File: src/hdl/assert_macros.svh
// Assertion macros for the dedup table RTL
`ifndef ASSERT_MACROS_SVH
`define ASSERT_MACROS_SVH
`ifndef SYNTHESIS
`define ASSERT_IMPL(lbl, ante, cons) \
  lbl: assert property (@(posedge clk) disable iff (!rst_n) (ante) |-> (cons)) \
    else $error("assertion failed");
`define ASSERT_NEXT(lbl, ante, cons) \
  lbl: assert property (@(posedge clk) disable iff (!rst_n) (ante) |=> (cons)) \
    else $error("assertion failed");
`else
`define ASSERT_IMPL(lbl, ante, cons)
`define ASSERT_NEXT(lbl, ante, cons)
`endif
`endif

File: src/hdl/htdt_pkg.sv
// Types and constants shared by the dedup table modules
`default_nettype none
package htdt_pkg;
  localparam logic [63:0] FNV_BASIS = 64'd14695981039346656037;
  localparam logic [63:0] FNV_PRIME = 64'd1099511628211;
  localparam logic [63:0] FIB_MULT  = 64'd11400714819323198486;
  localparam logic [63:0] FNV_SEED  = 64'd11;

  localparam logic OP_INSERT = 1'b0;
  localparam logic OP_QUERY  = 1'b1;

  localparam logic [1:0] ST_INSERTED = 2'd0;
  localparam logic [1:0] ST_PRESENT  = 2'd1;
  localparam logic [1:0] ST_FULL     = 2'd2;
  localparam logic [1:0] ST_MISSING  = 2'd3;

  // byte_0 sits in the low bits so the packed tuple reads as a little-endian key
  typedef struct packed {
    logic       opcode;
    logic [7:0] byte_7;
    logic [7:0] byte_6;
    logic [7:0] byte_5;
    logic [7:0] byte_4;
    logic [7:0] byte_3;
    logic [7:0] byte_2;
    logic [7:0] byte_1;
    logic [7:0] byte_0;
  } htdt_req_t;

  typedef struct packed {
    logic [1:0]  status;
    logic [9:0]  slot;
    logic [31:0] first_seen;
    logic [10:0] distinct_total;
  } htdt_result_t;

  typedef enum logic [1:0] {HS_IDLE, HS_MUL, HS_FIB, HS_DONE} hash_state_t;
  typedef enum logic [2:0] {PS_IDLE, PS_READ, PS_WAIT, PS_CHECK, PS_OUT} probe_state_t;
endpackage
`default_nettype wire

File: src/hdl/htdt_mul64.sv
// 64x64 low-half multiplier, three 32x32 partial products over cycles
`default_nettype none
module htdt_mul64 import htdt_pkg::*; (
  input  wire logic        clk,
  input  wire logic        rst_n,
  input  wire logic        start,
  input  wire logic [63:0] a,
  input  wire logic [63:0] b,
  output logic             done,
  output logic [63:0]      prod
);
  logic [2:0]  step_r;
  logic [63:0] a_r, b_r, acc_r;
  logic [63:0] pp;
  logic [31:0] x, y;

  always_comb begin
    x = a_r[31:0];
    y = b_r[31:0];
    case (step_r)
      3'd1: begin x = a_r[31:0];  y = b_r[31:0];  end
      3'd2: begin x = a_r[63:32]; y = b_r[31:0];  end
      3'd3: begin x = a_r[31:0];  y = b_r[63:32]; end
      default: ;
    endcase
    pp = {32'd0, x} * {32'd0, y};
  end

  always_ff @(posedge clk) begin
    if (!rst_n) begin
      step_r <= 3'd0;
    end else if (start) begin
      step_r <= 3'd1;
    end else if (step_r != 3'd0) begin
      step_r <= (step_r == 3'd3) ? 3'd0 : step_r + 3'd1;
    end
    if (start) begin
      a_r   <= a;
      b_r   <= b;
      acc_r <= 64'd0;
    end else if (step_r == 3'd1) begin
      acc_r <= pp;
    end else if (step_r != 3'd0) begin
      acc_r <= acc_r + {pp[31:0], 32'd0};
    end
  end

  always_ff @(posedge clk) begin
    if (!rst_n) done <= 1'b0;
    else done <= (step_r == 3'd3);
  end
  assign prod = acc_r;
endmodule
`default_nettype wire

File: src/hdl/htdt_front.sv
// Front end: accepts tuples, hashes them to a home slot, queues them
`default_nettype none
module htdt_front import htdt_pkg::*; #(
  parameter int INDEX_BITS = 10,
  parameter int TUPLE_LEN  = 8
) (
  input  wire logic                  clk,
  input  wire logic                  rst_n,
  input  wire logic                  in_valid,
  output logic                       in_ready,
  input  wire logic                  in_opcode,
  input  wire logic [63:0]           in_key,
  output logic                       q_valid,
  input  wire logic                  q_ready,
  output logic                       q_opcode,
  output logic [63:0]                q_key,
  output logic [INDEX_BITS-1:0]      q_home
);
  localparam logic [63:0] KEY_MASK = ~64'd0 >> (8 * (8 - TUPLE_LEN));
  localparam int QW = 1 + 64 + INDEX_BITS;

  hash_state_t state_r, state_nxt;
  logic [63:0] h_r, key_r;
  logic        op_r;
  logic [3:0]  byte_r;
  logic        mul_start, mul_done;
  logic [63:0] mul_a, mul_b, mul_p;
  logic [7:0]  cur_byte;

  // two-entry queue toward the probe engine
  logic [QW-1:0] q_mem_r [2];
  logic          wp_r, rp_r;
  logic [1:0]    cnt_r;
  logic          push, pop;

  assign cur_byte = key_r[8*byte_r[2:0] +: 8];
  assign in_ready = (state_r == HS_IDLE);

  htdt_mul64 u_mul (
    .clk, .rst_n, .start(mul_start), .a(mul_a), .b(mul_b),
    .done(mul_done), .prod(mul_p)
  );

  always_comb begin
    state_nxt = state_r;
    case (state_r)
      HS_IDLE: if (in_valid) state_nxt = HS_MUL;
      HS_MUL:  if (mul_done && byte_r == 4'(TUPLE_LEN - 1)) state_nxt = HS_FIB;
      HS_FIB:  if (mul_done) state_nxt = HS_DONE;
      HS_DONE: if (cnt_r != 2'd2) state_nxt = HS_IDLE;
      default: state_nxt = HS_IDLE;
    endcase
  end

  always_comb begin
    mul_start = 1'b0;
    mul_a = h_r ^ {56'd0, cur_byte};
    mul_b = FNV_PRIME;
    push = 1'b0;
    case (state_r)
      HS_IDLE: mul_start = in_valid;
      HS_MUL: begin
        if (mul_done) begin
          mul_start = 1'b1;
          if (byte_r == 4'(TUPLE_LEN - 1)) begin
            mul_a = mul_p;
            mul_b = FIB_MULT;
          end else begin
            mul_a = mul_p ^ {56'd0, key_r[8*(byte_r[2:0]+3'd1) +: 8]};
          end
        end
      end
      HS_DONE: push = (cnt_r != 2'd2);
      default: ;
    endcase
    if (state_r == HS_IDLE) mul_a = (FNV_BASIS ^ FNV_SEED) ^ {56'd0, in_key[7:0]};
  end

  always_ff @(posedge clk) begin
    if (!rst_n) begin
      state_r <= HS_IDLE;
      byte_r  <= 4'd0;
    end else begin
      state_r <= state_nxt;
      if (state_r == HS_IDLE) byte_r <= 4'd0;
      else if (state_r == HS_MUL && mul_done) byte_r <= byte_r + 4'd1;
    end
    if (state_r == HS_IDLE && in_valid) begin
      key_r <= in_key & KEY_MASK;
      op_r  <= in_opcode;
    end
    if (state_r == HS_MUL && mul_done) h_r <= mul_p;
    if (state_r == HS_FIB && mul_done) h_r <= mul_p;
  end

  assign pop = q_valid && q_ready;
  always_ff @(posedge clk) begin
    if (!rst_n) begin
      wp_r <= 1'b0; rp_r <= 1'b0; cnt_r <= 2'd0;
    end else begin
      if (push) wp_r <= ~wp_r;
      if (pop) rp_r <= ~rp_r;
      cnt_r <= cnt_r + {1'b0, push} - {1'b0, pop};
    end
    if (push) q_mem_r[wp_r] <= {op_r, key_r, h_r[63 -: INDEX_BITS]};
  end

  assign q_valid = (cnt_r != 2'd0);
  assign {q_opcode, q_key, q_home} = q_mem_r[rp_r];

  `include "assert_macros.svh"
  `ASSERT_IMPL(a_cnt_max, 1'b1, cnt_r <= 2'd2)
  `ASSERT_IMPL(a_no_push_full, push, cnt_r != 2'd2)
  `ASSERT_NEXT(a_accept_starts, in_valid && in_ready, state_r == HS_MUL)
endmodule
`default_nettype wire

File: config.mk
export PLATFORM = sky130hd
export DESIGN_NAME = htdt_front
export DESIGN_NICKNAME = d
export VERILOG_FILES = /design/src/hdl/htdt_pkg.sv /design/src/hdl/htdt_mul64.sv /design/src/hdl/htdt_front.sv
export VERILOG_INCLUDE_DIRS = /design/src /design/src/hdl
export SDC_FILE = /design/constraint.sdc
export NUM_CORES = 2
export LEC_CHECK = 0
export BUFFER_PORTS_ARGS = -buffer_cell sky130_fd_sc_hd__buf_2
export CAP_MARGIN = 0
export CORE_MARGIN = 10
export CORE_UTILIZATION = 65
export CTS_BUF_LIST = sky130_fd_sc_hd__clkbuf_8
export DETAILED_ROUTE_END_ITERATION = 10
export PLACE_DENSITY = 0.83
export SYNTH_ARGS = -nofsm -noshare
export SYNTH_HDL_FRONTEND = slang
export SYNTH_SLANG_ARGS = --single-unit
File: constraint.sdc
create_clock -name clk -period 10.9 [get_ports clk]
set_clock_uncertainty 0.2 [all_clocks]
set_input_delay 2.18 -clock clk [delete_from_list [all_inputs] [get_ports clk]]
set_output_delay 2.18 -clock clk [all_outputs]
set_load 0.1 [all_outputs]
==> key figures <==
Detailed routing
  – Antenna-violating nets left: 0
  – Detailed-route via count: 31,624
  – Vias/cell: 6.022
  – Pre-antenna DRT Iters: 8
  – Iter 0 DRT Violations: 3,406
  – Drt drc: 0
  – Per-cell routed wire length: 24.89 microns
  – WL final: 130.7 mm

Timing
  – Actual slew at the worst max-slew pin: 1119 ps
  – Period minus WS final: 10,420 ps
  – Final WS setup: 476.7 ps
  – Fin Setup TNS: 0 ps
  – Final Hold Viols: 0
  – Worst slew margin: 25.11%
  – Fin crit share: 95.63%
  – Max Transition Viols Final: 0
  – Fmax achieved: 95.94 MHz
  – Setup-failing EPs final: 0

Worst hold path
  – HP Class: register to register
  – Hold path start: u_mul.prod[19]

Synthesis
  – Post-Syn Instances: 4,080
  – Synth Cell Area: 0.04501 sq mm
  – Post-synth EDFFs: 345
  – Mapped Nets: 5,297
  – Ys async rst share: 0%
  – Most used DFF post-synth: edfxtp_1
  – Avg Synthesized Cell Area: 11.03 sq um
  – Share of the yosys chip area belonging to registers: 26.53%
  – Ys Warns: 0
  – Synthesis-stage register bit count: 424
  – Synth cell types: 90

Global route
  – Gr usage total: 32.89%
  – Vias in the first global route: 33,201
  – Largest net degree at the start of global routing: 72
  – Initial antenna violation count: 9
  – Global-route wire length before repair: 201.2 mm
  – Congestion Overflow GR: 0

Floorplan
  – Ports: 146
  – Die W: 283.1 microns
  – Total core area: 0.06859 sq mm
  – Initial core utilization: 65.62%
  – Die ar.: 0.08017 sq mm
  – Row cnt: 96
  – Chip height: 283.1 microns

Clocking
  – Clock root cell: clkbuf_8
  – CTS clk-pin slew, worst paths: 80 ps
  – Clock tree sinks: 424
  – CTS tree: yes
  – Worst skew pair latency: 640 ps
  – Longest Clk Path Bufs: 3
  – # H-tree levels: 2
  – Num CTS Buffers: 54

Final layout
  – # fillers: 4,940
  – Design Area, Final: 0.04845 sq mm
  – Share of post-route cells with drive strength above 1: 11.83%
  – Area grow syn2layout: 7.659%
  – Nets: 5,483

Worst setup path
  – Crit path DAT: 10,770 ps
  – CP Launch Type: register
  – CP max stage delay: 540 ps
  – CP dominant cell by count: fa_1
  – Slowest CP cell: fa_1
  – CP top delay family: adder cells
  – Kind of critical path: register to register
  – Crit end category: register
  – Crit. Startpoint: u_mul.step_r[0]
  – Buf/Inv on CP: 8
  – Critical Path Fanout Max: 22
  – Critical path required time: 11,250 ps
  – R2r startpoint: u_mul.step_r[0]

Flow run
  – MaxCap Viol Count: 0

Place
  – Pre-CTS setup slack: 83.10 ps
  – Routability-driven placement congestion ratio: 1.051
  – HPWL Detailed: 108.4 mm
  – Placed cell area: 0.04722 sq mm
  – IO Port Bufs: 145

Outcome
  – Status: finished clean
==> kinds of logic (layout without fill, tap and decap cells) <==
logic type	Yosys count	after routing	synth area share (%)
buffers and inverters	939	1171	8.015
other	0	8	0
DFF	424	424	26.53
and+or+nand+nor	764	764	7.562
xor gates and xnor gates	116	116	2.257
muxes	167	167	4.162
AOI/OAI and AO/OA	522	522	7.348
adders and majority gates	1148	1148	44.12
==> cell type report <==
| cell class | count | area [sq um] | area share [%] |
|---|---|---|---|
| Tap cell | 931 | 1165 | 2.404 |
| Inverter | 812 | 3062 | 6.319 |
| Clock inverter | 36 | 175.2 | 0.3615 |
| Antenna cell | 8 | 20.02 | 0.04132 |
| Sequential cell | 424 | 11950 | 24.66 |
| Clock buffer | 66 | 908.4 | 1.875 |
| Timing Repair Buffer | 257 | 1595 | 3.292 |
| Multi-Input combinational cell | 2717 | 29580 | 61.05 |
==> flip-flops by register name, indices dropped and copies added (netlist names), named ones only <==
signal        cells
op_r              1
u_mul.done        1
u_mul.prod       64
h_r              64
u_mul.step_r      3
cnt_r             2
q_mem_r         150
key_r            64
state_r           2
u_mul.b_r         2
byte_r            4
rp_r              1
u_mul.a_r        64
wp_r              1
==> path summary, 6_finish.rpt <==
| path | to | cells past startpoint | slack [ps] |
|---|---|---|---|
| worst max-delay path | u_mul.prod[62] | 37 | 480 |
| worst min-delay path | h_r[19] | 0 | 270 |
| worst max register to register | u_mul.prod[62] | 37 | 480 |
| worst min register to register | h_r[19] | 0 | 270 |
==> metrics by stage <==
step,std cells,hold slack (ps),utilization (%)
after floorplan,4080,221.5,-
after global placement,5133,223.0,68.85
after detailed placement,5133,243.7,68.85
after CTS,5235,261.4,70.43
after global routing,5251,279.7,70.65
final,5251,265.2,70.65
==> cells in the mapped netlist, types with 5 or more instances <==
library cell    n  area (sq um)
inv_1         810          3040
fa_1          732         14650
ha_1          416          5205
nand2_1       349          1310
edfxtp_1      345         10360
a21oi_1       212          1061
nor2_1        194         728.2
o21ai_0        99         495.5
clkbuf_1       98         367.9
mux2_2         80         900.9
dfxtp_1        79          1582
mux2i_1        78         780.8
xnor2_1        64         560.5
xor2_1         52         455.4
a21o_1         45         337.8
nand3_1        45         225.2
nand2b_1       41         256.5
nand4_1        24         150.1
nor3_1         24         120.1
o21bai_1       19         142.6
nor2b_1        17         106.4
o21a_1         17         127.6
a211oi_1       16         120.1
or2_2          16         100.1
a31oi_1        15         93.84
and2_1         14         87.58
o221ai_1       13         113.9
buf_1          10         37.54
a221oi_1        9         78.83
and3_1          9         56.30
o211ai_1        9         67.56
buf_2           8         40.04
mux4_2          8         180.2
o21ai_1         8         40.04
a211oi_2        6         75.07
or3_1           6         37.54
a22oi_1         5         37.54
buf_6           5         56.30
o31ai_1         5         37.54
==> cell usage in the layout (no fill, tap or decap), types with 9 or more instances in the layout <==
cell type	n
nor2b_1	14
edfxtp_1	345
or2_2	16
nand3_1	45
and2_1	13
xor2_1	52
a21oi_1	212
mux2i_1	72
o211ai_1	9
a21o_1	45
a211oi_1	16
nand2_1	345
fa_1	732
xnor2_1	64
buf_4	109
clkbuf_8	66
o21bai_1	19
buf_2	145
nand4_1	24
ha_1	415
dfxtp_1	77
nor3_1	24
inv_1	822
mux2_2	80
nor2_1	188
nand2b_1	39
o21ai_0	99
o21a_1	17
a31oi_1	15
o221ai_1	13
==> repair_timing <==
| item | CTS | global route |
|---|---|---|
| hold buffers | 0 | 0 |
| resized for setup | 0 | 18 |
| setup buffers | 0 | 8 |
| endpoints found under the setup margin | 0 | 6 |
==> layer usage <==
layer	global-route usage (%)	wire length, microns	vias to the layer above
met5	0	0	-
met4	15.08	7124	0
met3	6.300	12470	356
met2	51.56	60630	1804
met1	44.24	50470	15865
li1	-	-	13599
Power is not shown: default switching activity piles up to over one toggle a cycle in this logic, so the estimate is an artifact.
